===== src/rtl/roit_pkg.sv =====
// ----------------------------------------------------------------------------
// roit_pkg: shared types and constants for the ranged object interval table
// Holds the table geometry, operation codes, controller states and the
// command/status structs passed between controller and datapath.
// ----------------------------------------------------------------------------
package roit_pkg;

  localparam int TABLE_DEPTH = 16;
  localparam int IDX_W = (TABLE_DEPTH > 1) ? $clog2(TABLE_DEPTH) : 1;
  localparam int CNT_W = $clog2(TABLE_DEPTH + 1);
  localparam int POS_W = 32;
  localparam int ID_W  = 16;

  typedef enum logic [1:0] {
    KIND_ADD     = 2'd0,
    KIND_REPLACE = 2'd1,
    KIND_CLEAR   = 2'd2,
    KIND_LOOKUP  = 2'd3
  } kind_t;

  typedef enum logic [4:0] {
    ST_IDLE   = 5'b00001,
    ST_WALK   = 5'b00010,
    ST_SHIFT  = 5'b00100,
    ST_INSERT = 5'b01000,
    ST_EMIT   = 5'b10000
  } state_t;

  typedef struct packed {
    logic load;         // capture a new item
    logic walk_step;    // examine one stored entry
    logic finish_walk;  // close the walk, commit count when no insert follows
    logic shift_step;   // move one entry up by one slot
    logic insert;       // write the new range and commit count
    logic emit_step;    // load one result into the output register
  } cmd_t;

  typedef struct packed {
    logic skip_walk;    // zero-length add at the input
    logic walk_done;
    logic need_insert;
    logic shift_done;
    logic out_free;
    logic emit_last;
  } status_t;

endpackage


===== src/rtl/roit_ctrl.sv =====
// ----------------------------------------------------------------------------
// roit_ctrl: operation sequencer; steps each item through walk (skipped for
// a zero-length add), optional shift and insert, then result emit.
// ----------------------------------------------------------------------------
module roit_ctrl (
  input  logic               clk,
  input  logic               rst,
  input  logic               in_valid,
  output logic               in_stall,
  input  roit_pkg::status_t  status,
  output roit_pkg::cmd_t     cmd
);

  roit_pkg::state_t state, state_next;

  // Advance state
  always_ff @(posedge clk) begin
    if (rst) state <= roit_pkg::ST_IDLE;
    else     state <= state_next;
  end

  // Decode commands and next state
  always_comb begin
    cmd        = '0;
    state_next = state;
    unique case (state)
      roit_pkg::ST_IDLE: begin
        if (in_valid) begin
          cmd.load   = 1'b1;
          state_next = status.skip_walk ? roit_pkg::ST_EMIT : roit_pkg::ST_WALK;
        end
      end
      roit_pkg::ST_WALK: begin
        if (status.walk_done) begin
          cmd.finish_walk = 1'b1;
          state_next = status.need_insert ? roit_pkg::ST_SHIFT : roit_pkg::ST_EMIT;
        end else begin
          cmd.walk_step = 1'b1;
        end
      end
      roit_pkg::ST_SHIFT: begin
        if (status.shift_done) state_next = roit_pkg::ST_INSERT;
        else                   cmd.shift_step = 1'b1;
      end
      roit_pkg::ST_INSERT: begin
        cmd.insert = 1'b1;
        state_next = roit_pkg::ST_EMIT;
      end
      roit_pkg::ST_EMIT: begin
        if (status.out_free) begin
          cmd.emit_step = 1'b1;
          if (status.emit_last) state_next = roit_pkg::ST_IDLE;
        end
      end
      default: state_next = roit_pkg::ST_IDLE;
    endcase
  end

  assign in_stall = (state != roit_pkg::ST_IDLE);

endmodule


===== src/rtl/roit_dp.sv =====
// ----------------------------------------------------------------------------
// roit_dp: table storage, walk/compaction datapath and output register
// Holds the entries, the eviction buffer and the result register.
// ----------------------------------------------------------------------------
module roit_dp (
  input  logic                          clk,
  input  logic                          rst,
  input  roit_pkg::cmd_t                cmd,
  output roit_pkg::status_t             status,
  input  logic [1:0]                    kind,
  input  logic [roit_pkg::POS_W-1:0]    range_start,
  input  logic [roit_pkg::POS_W-1:0]    range_length,
  input  logic [roit_pkg::ID_W-1:0]     object_id,
  input  logic [roit_pkg::POS_W-1:0]    repl_length,
  input  logic [roit_pkg::POS_W-1:0]    lookup_index,
  output logic                          out_valid,
  input  logic                          out_stall,
  output logic [roit_pkg::ID_W-1:0]     result_id,
  output logic                          has_object,
  output logic                          is_last,
  output logic                          table_full
);

  localparam int D  = roit_pkg::TABLE_DEPTH;
  localparam int IW = roit_pkg::IDX_W;
  localparam int CW = roit_pkg::CNT_W;
  localparam int PW = roit_pkg::POS_W;
  localparam int DW = roit_pkg::ID_W;

  // Table and eviction buffer
  logic [PW-1:0] ent_start [D];
  logic [PW-1:0] ent_len   [D];
  logic [DW-1:0] ent_id    [D];
  logic [DW-1:0] ev_buf    [D];

  // Captured item
  roit_pkg::kind_t op_kind;
  logic [PW-1:0]   op_start, op_len, op_nlen, op_idx;
  logic [DW-1:0]   op_id;

  // Walk control
  logic [CW-1:0] count, rd_i, wr_w, pos, jdx, n_ev, e_idx;
  logic          stopped, found, full_flag;

  // Read port
  logic [CW-1:0] jm1;
  logic [IW-1:0] rd_addr;
  logic [PW-1:0] r_start, r_len;
  logic [DW-1:0] r_id;
  logic [PW:0]   ent_end, op_end;
  logic          ovl, contains, past_end;

  assign jm1     = jdx - CW'(1);
  assign rd_addr = cmd.shift_step ? jm1[IW-1:0] : rd_i[IW-1:0];
  assign r_start = ent_start[rd_addr];
  assign r_len   = ent_len[rd_addr];
  assign r_id    = ent_id[rd_addr];

  assign ent_end  = {1'b0, r_start} + {1'b0, r_len};
  assign op_end   = {1'b0, op_start} + {1'b0, op_len};
  assign ovl      = ({1'b0, r_start} < op_end) && ({1'b0, op_start} < ent_end);
  assign contains = (op_idx >= r_start) && ({1'b0, op_idx} < ent_end);
  assign past_end = ({1'b0, r_start} >= op_end);

  // Classify the entry under the walk
  logic evict, keep, stop_now, hit;
  logic [PW-1:0] keep_start;
  always_comb begin
    evict    = 1'b0;
    keep     = 1'b0;
    stop_now = 1'b0;
    hit      = 1'b0;
    keep_start = r_start;
    case (op_kind)
      roit_pkg::KIND_ADD: begin
        evict    = !stopped && ovl;
        keep     = !evict;
        stop_now = !stopped && !ovl && past_end;
      end
      roit_pkg::KIND_REPLACE: begin
        evict = ovl;
        keep  = !ovl;
        if (past_end) keep_start = r_start - op_len + op_nlen;
      end
      roit_pkg::KIND_CLEAR: evict = 1'b1;
      default:              hit = !found && contains;
    endcase
  end

  logic [CW-1:0] ins_pos, commit_cnt;
  assign ins_pos = stopped ? pos : wr_w;
  always_comb begin
    case (op_kind)
      roit_pkg::KIND_CLEAR:  commit_cnt = '0;
      roit_pkg::KIND_LOOKUP: commit_cnt = count;
      default:               commit_cnt = wr_w;
    endcase
  end

  assign status.skip_walk   = (roit_pkg::kind_t'(kind) == roit_pkg::KIND_ADD) &&
                              (range_length == '0);
  assign status.walk_done   = (rd_i >= count);
  assign status.need_insert = (op_kind == roit_pkg::KIND_ADD) && (wr_w < CW'(D));
  assign status.shift_done  = (jdx == ins_pos);
  assign status.out_free    = !out_valid || !out_stall;
  assign status.emit_last   = (n_ev == '0) || (e_idx == n_ev - CW'(1));

  // Control registers
  always_ff @(posedge clk) begin
    if (rst) begin
      count     <= '0;
      out_valid <= 1'b0;
    end else begin
      if (cmd.finish_walk && !status.need_insert) count <= commit_cnt;
      if (cmd.insert) count <= wr_w + CW'(1);
      // Hold while stalled, drop once taken
      if (cmd.emit_step)     out_valid <= 1'b1;
      else if (!out_stall)   out_valid <= 1'b0;
    end
  end

  // Capture the item and sequence the walk
  always_ff @(posedge clk) begin
    if (cmd.load) begin
      op_kind   <= roit_pkg::kind_t'(kind);
      op_start  <= range_start;
      op_len    <= range_length;
      op_id     <= object_id;
      op_nlen   <= repl_length;
      op_idx    <= lookup_index;
      rd_i      <= '0;
      wr_w      <= '0;
      pos       <= '0;
      n_ev      <= '0;
      e_idx     <= '0;
      stopped   <= 1'b0;
      found     <= 1'b0;
      full_flag <= 1'b0;
    end
    if (cmd.walk_step) begin
      rd_i <= rd_i + CW'(1);
      if (evict) begin
        ev_buf[n_ev[IW-1:0]] <= r_id;
        n_ev <= n_ev + CW'(1);
      end
      if (hit) begin
        ev_buf[0] <= r_id;
        n_ev      <= CW'(1);
        found     <= 1'b1;
      end
      if (stop_now) begin
        stopped <= 1'b1;
        pos     <= wr_w;
      end
      if (keep) begin
        ent_start[wr_w[IW-1:0]] <= keep_start;
        ent_len[wr_w[IW-1:0]]   <= r_len;
        ent_id[wr_w[IW-1:0]]    <= r_id;
        wr_w <= wr_w + CW'(1);
      end
    end
    if (cmd.finish_walk) begin
      jdx       <= wr_w;
      full_flag <= (op_kind == roit_pkg::KIND_ADD) && (wr_w >= CW'(D));
    end
    // Move one entry up toward the insert point
    if (cmd.shift_step) begin
      ent_start[jdx[IW-1:0]] <= r_start;
      ent_len[jdx[IW-1:0]]   <= r_len;
      ent_id[jdx[IW-1:0]]    <= r_id;
      jdx <= jm1;
    end
    if (cmd.insert) begin
      ent_start[ins_pos[IW-1:0]] <= op_start;
      ent_len[ins_pos[IW-1:0]]   <= op_len;
      ent_id[ins_pos[IW-1:0]]    <= op_id;
    end
    // Load one result
    if (cmd.emit_step) begin
      table_full <= full_flag;
      is_last    <= status.emit_last;
      if (n_ev == '0) begin
        result_id  <= '0;
        has_object <= 1'b0;
      end else begin
        result_id  <= ev_buf[e_idx[IW-1:0]];
        has_object <= 1'b1;
      end
      e_idx <= e_idx + CW'(1);
    end
  end

endmodule


===== src/rtl/ranged_object_interval_table_top.sv =====
// ----------------------------------------------------------------------------
// ranged_object_interval_table_top: ordered range table with eviction report
//
//   channel | direction | handshake          | payload
//   input   | in        | in_valid/in_stall  | kind, range_start, range_length,
//           |           |                    | object_id, repl_length, lookup_index
//   output  | out       | out_valid/out_stall| result_id, has_object, is_last,
//           |           |                    | table_full
//
// Each item is accepted, walked over the stored entries (a zero-length add
// skips the walk) and then emits its results one by one; an add that inserts
// first shifts the entries above the insert point up and writes the new range.
// The walk examines one stored entry per cycle through a single read port.
// Reset empties the table by zeroing the entry count; no clearing pass.
// Output stalls hold the result register and pause the emit phase only.
// ----------------------------------------------------------------------------
module ranged_object_interval_table_top (
  input  logic                       clk,
  input  logic                       rst,
  input  logic                       in_valid,
  output logic                       in_stall,
  input  logic [1:0]                 kind,
  input  logic [roit_pkg::POS_W-1:0] range_start,
  input  logic [roit_pkg::POS_W-1:0] range_length,
  input  logic [roit_pkg::ID_W-1:0]  object_id,
  input  logic [roit_pkg::POS_W-1:0] repl_length,
  input  logic [roit_pkg::POS_W-1:0] lookup_index,
  output logic                       out_valid,
  input  logic                       out_stall,
  output logic [roit_pkg::ID_W-1:0]  result_id,
  output logic                       has_object,
  output logic                       is_last,
  output logic                       table_full
);

  roit_pkg::cmd_t    cmd;
  roit_pkg::status_t status;

  roit_ctrl u_ctrl (
    .clk      (clk),
    .rst      (rst),
    .in_valid (in_valid),
    .in_stall (in_stall),
    .status   (status),
    .cmd      (cmd)
  );

  roit_dp u_dp (
    .clk          (clk),
    .rst          (rst),
    .cmd          (cmd),
    .status       (status),
    .kind         (kind),
    .range_start  (range_start),
    .range_length (range_length),
    .object_id    (object_id),
    .repl_length  (repl_length),
    .lookup_index (lookup_index),
    .out_valid    (out_valid),
    .out_stall    (out_stall),
    .result_id    (result_id),
    .has_object   (has_object),
    .is_last      (is_last),
    .table_full   (table_full)
  );

endmodule


===== config.mk =====
export PLATFORM = sky130hd
export DESIGN_NAME = ranged_object_interval_table_top
export DESIGN_NICKNAME = d
export VERILOG_FILES = /design/src/rtl/roit_pkg.sv /design/src/rtl/roit_ctrl.sv /design/src/rtl/roit_dp.sv /design/src/rtl/ranged_object_interval_table_top.sv
export SDC_FILE = /design/constraint.sdc
export NUM_CORES = 2
export LEC_CHECK = 0
export ABC_AREA = 1
export BUFFER_PORTS_ARGS = -buffer_cell sky130_fd_sc_hd__buf_2
export CORE_MARGIN = 5
export CORE_UTILIZATION = 33
export DETAILED_ROUTE_END_ITERATION = 10
export MAX_ROUTING_LAYER = met4
export PLACE_DENSITY = 0.49
export SYNTH_ARGS = -nofsm -noshare
export SYNTH_HDL_FRONTEND = slang
export SYNTH_SLANG_ARGS = --single-unit

===== constraint.sdc =====
create_clock -name clk -period 17.58 [get_ports clk]
set_input_delay 4.395 -clock clk [delete_from_list [all_inputs] [get_ports clk]]
set_output_delay 4.395 -clock clk [all_outputs]
set_load 0.02 [all_outputs]

# ---- After elaboration in Yosys (flattened, before gate mapping)
# Memories as Yosys holds them, arrays and structs flattened. A register that Yosys moved wholly into a read port is not among the register bits.
# Index checks and enable logic that the tools add are counted.
dict set report op_classes {
  add_sub_neg 10
  mul 0
  div 0
  magnitude_cmp 8
  n_eq_ne 18
  shift 0
  mux 89
  bitwise_logic 0
  reduce_logical 38
}
# cell n
set ops {}
lappend ops {{two-way mux 32 bit} 6}
lappend ops {{OR reduction 32 bit} 4}
lappend ops {{two-way mux 5 bit} 25}
lappend ops {{less-than comparator 32 x 33 -> 1 bit} 3}
lappend ops {{adder 32 x 32 -> 33 bit} 2}
lappend ops {{two-way mux 16 bit} 3}
lappend ops {{OR reduction 16 bit} 3}
lappend ops {{two-way mux 1 bit} 42}
lappend ops {{>= comparator 32 x 33 -> 1 bit} 1}
lappend ops {{adder 32 bit} 1}
lappend ops {{>= comparator 32 bit} 1}
lappend ops {{logical NOT 32 bit} 1}
lappend ops {{two-way mux 4 bit} 8}
lappend ops {{subtractor 32 bit} 1}
lappend ops {{case mux 5 bit (5 select lines)} 1}
lappend ops {{adder 5 x 1 -> 5 bit, second input constant} 4}
lappend ops {{!= test 2 bit, second input constant} 6}
lappend ops {{== test 5 bit} 2}
lappend ops {{logical AND 1 bit} 10}
lappend ops {{case mux 5 bit (2 select lines)} 1}
lappend ops {{nonzero test 2 bit} 5}
lappend ops {{subtractor 5 x 1 -> 5 bit, second input constant} 2}
lappend ops {{logical NOT 1 bit} 7}
lappend ops {{== test 5 x 1 -> 1 bit, second input constant} 1}
lappend ops {{20 further kinds} 23}
dict set report word_totals {
  register_bits 193
  latch_bits 0
  mem_bits_rw 1536
  rom_bits 0
  inputBits 150
  out_inout_bits 21
  word_cells 188
  n_memories 4
}
# name words width read_ports rd_ports_with_merged_regs wr line
set memory_table {}
lappend memory_table {u_dp.ent_len 16 32 1 0 1 roit_dp.sv:32} ;# logic [PW-1:0] ent_len [D];
lappend memory_table {u_dp.ent_start 16 32 1 0 1 roit_dp.sv:31} ;# logic [PW-1:0] ent_start [D];
lappend memory_table {u_dp.ent_id 16 16 1 0 1 roit_dp.sv:33} ;# logic [DW-1:0] ent_id [D];
lappend memory_table {u_dp.ev_buf 16 16 1 1 1 roit_dp.sv:34} ;# logic [DW-1:0] ev_buf [D];

# ---- Depth between registers and ports, before layout
# An unclocked memory read counts as a cell.
dict set report depth {
  depth_word 17
  mapped_depth 54
  ltp_nobuf 49
}

# ---- By module
# From an unflattened synthesis, not the netlist that was laid out.
dict set report hier_totals {
  cells_unflattened 11404
  hier_area_um2 98160.4
}
# module instances cells_per_inst area_per_inst_um2 seq_area_each_um2
set by_module_without_submodules {}
lappend by_module_without_submodules {roit_dp 1 11344 97765.0 52019.9}
lappend by_module_without_submodules {roit_ctrl 1 60 395.4 100.1}

# ---- Worst setup path before layout
# No wires, ideal clock.
dict set report synth_timing {
  path_kind {input -> register}
  from {in in_valid}
  to {reg u_dp.rd_i[0] (enable)}
  setup_ps 313
  arrival_ps 13210
  required_ps 17267
  path_slack_ps 4056
  stages 5
  n_path_buf 1
  path_cell_list {inv_1 > nor2_1 > clkinv_1 > clkbuf_1 > nand2_1}
}
# element line
set synth_lines {}
lappend synth_lines {{from (decl)} ranged_object_interval_table_top.sv:20} ;# input logic in_valid,
lappend synth_lines {{to (signal assigned)} roit_dp.sv:141} ;# rd_i <= rd_i + CW'(1);
lappend synth_lines {{to (decl)} roit_dp.sv:42} ;# logic [CW-1:0] count, rd_i, wr_w, pos, jdx, n_ev, e_idx;

# ---- Final worst setup path
dict set report layout_timing {
  from {reg u_dp.stopped}
  to {mem u_dp.ent_len[9][11] in the netlist's numbering (enable)}
}
dict set report layout_between {
  elab_chain_len 17
  word_cells_on_any_way 26
  cone_classes {1 x add/sub; 2 x order compare; 1 x eq/ne; 14 x mux; 6 x reduce/logical; 2 x memory}
}
# element line
set layout_lines {}
lappend layout_lines {{from (decl)} roit_dp.sv:43} ;# logic stopped, found, full_flag;
lappend layout_lines {{from (signal assigned)} roit_dp.sv:136} ;# stopped <= 1'b0;
lappend layout_lines {{from (signal assigned)} roit_dp.sv:152} ;# stopped <= 1'b1;
lappend layout_lines {{two-way mux 5 bit} roit_dp.sv:91} ;# assign ins_pos = stopped ? pos : wr_w;
lappend layout_lines {{== test 5 bit} roit_dp.sv:104} ;# assign status.shift_done = (jdx == ins_pos);
lappend layout_lines {{two-way mux 1 bit} roit_ctrl.sv:42} ;# if (status.shift_done) state_next = roit_pkg::ST_INSERT;
lappend layout_lines {{two-way mux 1 bit} roit_ctrl.sv:26} ;# unique case (state)
lappend layout_lines {{two-way mux 4 bit} roit_dp.sv:54} ;# assign rd_addr = cmd.shift_step ? jm1[IW-1:0] : rd_i[IW-1:0];
lappend layout_lines {{memory read (16 x 32 bit) (on tied branches)} n/a}
lappend layout_lines {{adder 32 x 32 -> 33 bit} roit_dp.sv:59} ;# assign ent_end = {1'b0, r_start} + {1'b0, r_len};
lappend layout_lines {{less-than comparator 32 x 33 -> 1 bit} roit_dp.sv:61} ;# assign ovl = ({1'b0, r_start} < op_end) && ({1'b0, op_start} < ent_end);
lappend layout_lines {{logical AND 1 bit} roit_dp.sv:61}
lappend layout_lines {{logical AND 1 bit} roit_dp.sv:76} ;# evict = !stopped && ovl;
lappend layout_lines {{logical NOT 1 bit} roit_dp.sv:77} ;# keep = !evict;
lappend layout_lines {{case mux 1 bit (2 select lines)} roit_dp.sv:74} ;# case (op_kind)
lappend layout_lines {{two-way mux 1 bit} roit_dp.sv:155} ;# if (keep) begin
lappend layout_lines {{two-way mux 1 bit} roit_dp.sv:140} ;# if (cmd.walk_step) begin
lappend layout_lines {{two-way mux 1 bit (not written as such)} roit_dp.sv:157} ;# ent_len[wr_w[IW-1:0]] <= r_len;
lappend layout_lines {{two-way mux 1 bit (no source line) (2 in a row)} n/a}
lappend layout_lines {{to (decl)} roit_dp.sv:32}
# Several ways; a longest one is shown, not always the timed one.

==> results.md <==
* Outcome: complete, no violations
* Comb pwr share at 20.5%
* Share of power burned in registers at 45.3%
* Syn Nets at 6980
* Fill cell count at 22700
* Post-route DRC at 0
* Clk_lat worst skew at 0.83 ns
* Fin. Hold Viols at 0
* FF-to-FF End: u_dp.ent_len[9][11]
* I/O Pins at 171
* Pre-CTS setup slack at 5.59 ns
* Post-route setup slack at 5.41 ns
* GPL Wtd Cong at 0.914
* Antenna viol nets, final at 0
* Post-synth EDFFs at 1717
* Worst Setup SP: u_dp.stopped
* Ys async rst share at 0%
* Worst IR drop on VDD at 0.0877 mV
* Initial antenna violation count at 6
* DPL Wire Length at 144000 microns
* Layout cells sized above 1 at 9.06%
* Clock buffer depth at 3
* Reg2Reg Depth at 46
* Starting Density at 33.2%
* # clock sinks at 1745
* Number of H-tree levels at 4
* Seq/Total Area, Yosys at 67.4%
* First-pass GRT wire length at 346000 microns
* Critical path class: flop to flop
* Sw Pwr at 0.00326 W
* Internal power at 0.00754 W
* Crit path capture type: flop
* Avg Inst Size Synth at 11.8 sq um
* CTS Root Cell: clkbuf_16
* Crit path to: u_dp.ent_len[9][11]
* Cell repeated most along the worst path: nand2_1
* Row cnt at 177
* Sw Share at 30.2%
* Min Hold Slack at 0.458 ns
* Max Cap Viol at 0
* Multi-input gate area at 0.0227 sq mm
* Final slew viol count at 0
* Largest net degree at the start of global routing at 152
* Worst EP arrival at 12.61 ns
* Final net count at 7123
* Vias in the first global route at 50500
* Clock share of power at 34.2%
* Synth cell count leaders: 1717 x edfxtp_1, 1167 x nand2_1, 679 x nor2_1, 642 x nand3_1, 560 x o21ai_0
* Gr usage total at 19.5%
* Yosys reg bits at 1745
* Post-DR wirelength/cell at 23.8 microns
* Synth area leaders: edfxtp_1 67%, nand2_1 5.7%, nand3_1 4.2%
* CP max stage cell: buf_4
* Area growth, synth to finish at 13.1%
* Clk slew on worst S/H paths at 0.06 ns
* PwrDens at 123 mW/mm^2
* Gr ovfl total at 0
* Synth unique cells at 57
* Tcrit/Tclk final at 69.2%
* Port bufs at 170
* Yosys warns at 0
* Die height at 494 microns
* Routed Wire Length at 238000 microns
* DR iter-0 viols at 4664
* Least-Margin Pin Slew at 1.25 ns
* RSZ-0062 raised after global routing: false
* Die area at 0.244 sq mm
* Pre-antenna DRT Iters at 7
* Num CTS Buffers at 181
* Worst setup SP type: flop
* Setup violators final at 0
* Crit path time final at 12.17 ns
* WP data required at 18.02 ns
* Biggest cell delay along the critical path at 0.83 ns
* Core Area at 0.233 sq mm
* Die Wd at 494 microns
* Share of the synthesized area in the top cell type at 66.6%
* Via count at 51700
* Maximum fanout along the worst path at 57
* Leakage power at 30.8 nW
* Post-synthesis cell count at 6568
* Routed vias/inst at 5.18
* Post-CTS setup buffer count at 0
* Hold buffer count at CTS at 0
* Post-Syn Area at 0.0774 sq mm
* Hold Crit Class: flop to flop
* R2r startpoint: u_dp.stopped
* Top_reg_cell synth: edfxtp_1
* Cell with the most instances after synthesis: edfxtp_1
* Largest area contributor in the netlist: edfxtp_1
* Post-CTS sizing at 0
* Slew headroom at 16.9%
* Fmax at 82.2 MHz
* Storage element area at 0.0521 sq mm
* Cell area after layout at 0.0875 sq mm
* Fin Setup TNS at 0 ns
* Worst reg-to-reg setup slack at 5.41 ns
* CTS tree: done
* Placed inst area at 0.0819 sq mm
* Post-Route Skew at 0.0413 ns
[cell families after synthesis]
| kind of cell | after synthesis | synth area share, % |
|---|---|---|
| flops | 1745 | 67.4 |
| buf+inv | 675 | 3.63 |
| mux | 29 | 0.375 |
| fa+ha+maj | 262 | 4.56 |
| xor+xnor | 109 | 1.23 |
| compound gates | 1171 | 9.01 |
| simple gates | 2577 | 13.8 |
[power groups by stage]
stage	sequential [W]	clock, W	combinational, W
after floorplan	0.00495	0	0.00142
after global routing	0.00489	0.00396	0.00245
after detailed placement	0.00498	0	0.00220
final	0.00489	0.00370	0.00221
after global placement	0.00498	0	0.00219
after CTS	0.00489	0.00379	0.00221
[critical path: cells and delay by family, from the launching register on]
kind	cells	cell delay [ns]
xor+xnor	2	0.36
simple gates	31	5.38
compound gates	5	1.21
fa+ha+maj	2	0.72
flops	1	0.58
buf+inv	6	3.30
[routing by layer]
metal	up-vias	track usage, %	share of wire [%]
met3	295	2.56	4.9
met1	25900	26.2	45
met5	-	-	0
met2	1424	31.1	48
met4	0	5.53	2.8
li1	24100	-	-
[layout make-up]
| type | count | share of cell area (%) |
|---|---|---|
| clock inverter | 105 | 1.05 |
| inverter | 333 | 1.45 |
| multi-input combinational | 4148 | 25.9 |
| clock buffer | 219 | 5.36 |
| antenna | 6 | 0.0172 |
| tap | 3132 | 4.48 |
| sequential | 1745 | 59.6 |
| timing repair buffer | 302 | 2.19 |
[placed cells by master, fill, tap and decap left out, types with 8 or more instances in the layout]
cell type	count
a211oi_1	10
a21o_1	8
a21oi_1	166
a31oi_1	33
buf_2	170
buf_4	126
bufinv_16	10
clkbuf_1	37
clkbuf_16	182
clkinv_1	47
clkinv_2	31
dfxtp_1	28
edfxtp_1	1717
fa_1	33
ha_1	229
inv_1	303
inv_2	23
mux2i_1	29
nand2_1	1167
nand3_1	642
nand4_1	33
nor2_1	658
nor2_4	15
nor3_1	19
nor4_1	16
o211ai_1	48
o21a_1	11
o21ai_0	557
o21ai_1	42
o21ai_2	12
o21bai_1	15
o221ai_1	143
o22ai_1	65
o32ai_1	35
xnor2_1	45
xor2_1	64
[worst min path at each step]
stage,startpoint,end,slack (ns),depth (start not counted)
detailed placement,u_dp.count[3],u_dp.count[3],0.46,2
CTS,u_dp.count[4],u_dp.count[4],0.47,2
finish,u_dp.count[4],u_dp.count[4],0.46,2
floorplan,u_dp.full_flag,u_dp.table_full,0.40,0
global route,u_dp.count[4],u_dp.count[4],0.50,2
global placement,u_dp.count[3],u_dp.count[3],0.45,2
[registers in the layout, indices dropped and copies added, names as in the netlist, 16 cells and up]
| register | count |
|---|---|
| u_dp.op_id | 16 |
| u_dp.result_id | 16 |
| u_dp.op_len | 32 |
| u_dp.op_idx | 32 |
| u_dp.ev_buf | 256 |
| u_dp.op_start | 32 |
| u_dp.op_nlen | 32 |
| u_dp.ent_id | 256 |
| u_dp.ent_len | 512 |
| u_dp.ent_start | 512 |
[metrics by stage]
| step | cells | power (W) | util [%] |
|---|---|---|---|
| 5_1_grt | 9984 | 0.0113 | 37.6 |
| 3_5_place_dp | 9660 | 0.00718 | 35.2 |
| 2_1_floorplan | 6568 | 0.00638 | - |
| 4_1_cts | 9984 | 0.0109 | 37.6 |
| 3_3_place_gp | 9660 | 0.00716 | 35.2 |
| 6_report | 9990 | 0.0108 | 37.6 |
Note: power is estimated with default switching activity, not from simulation.
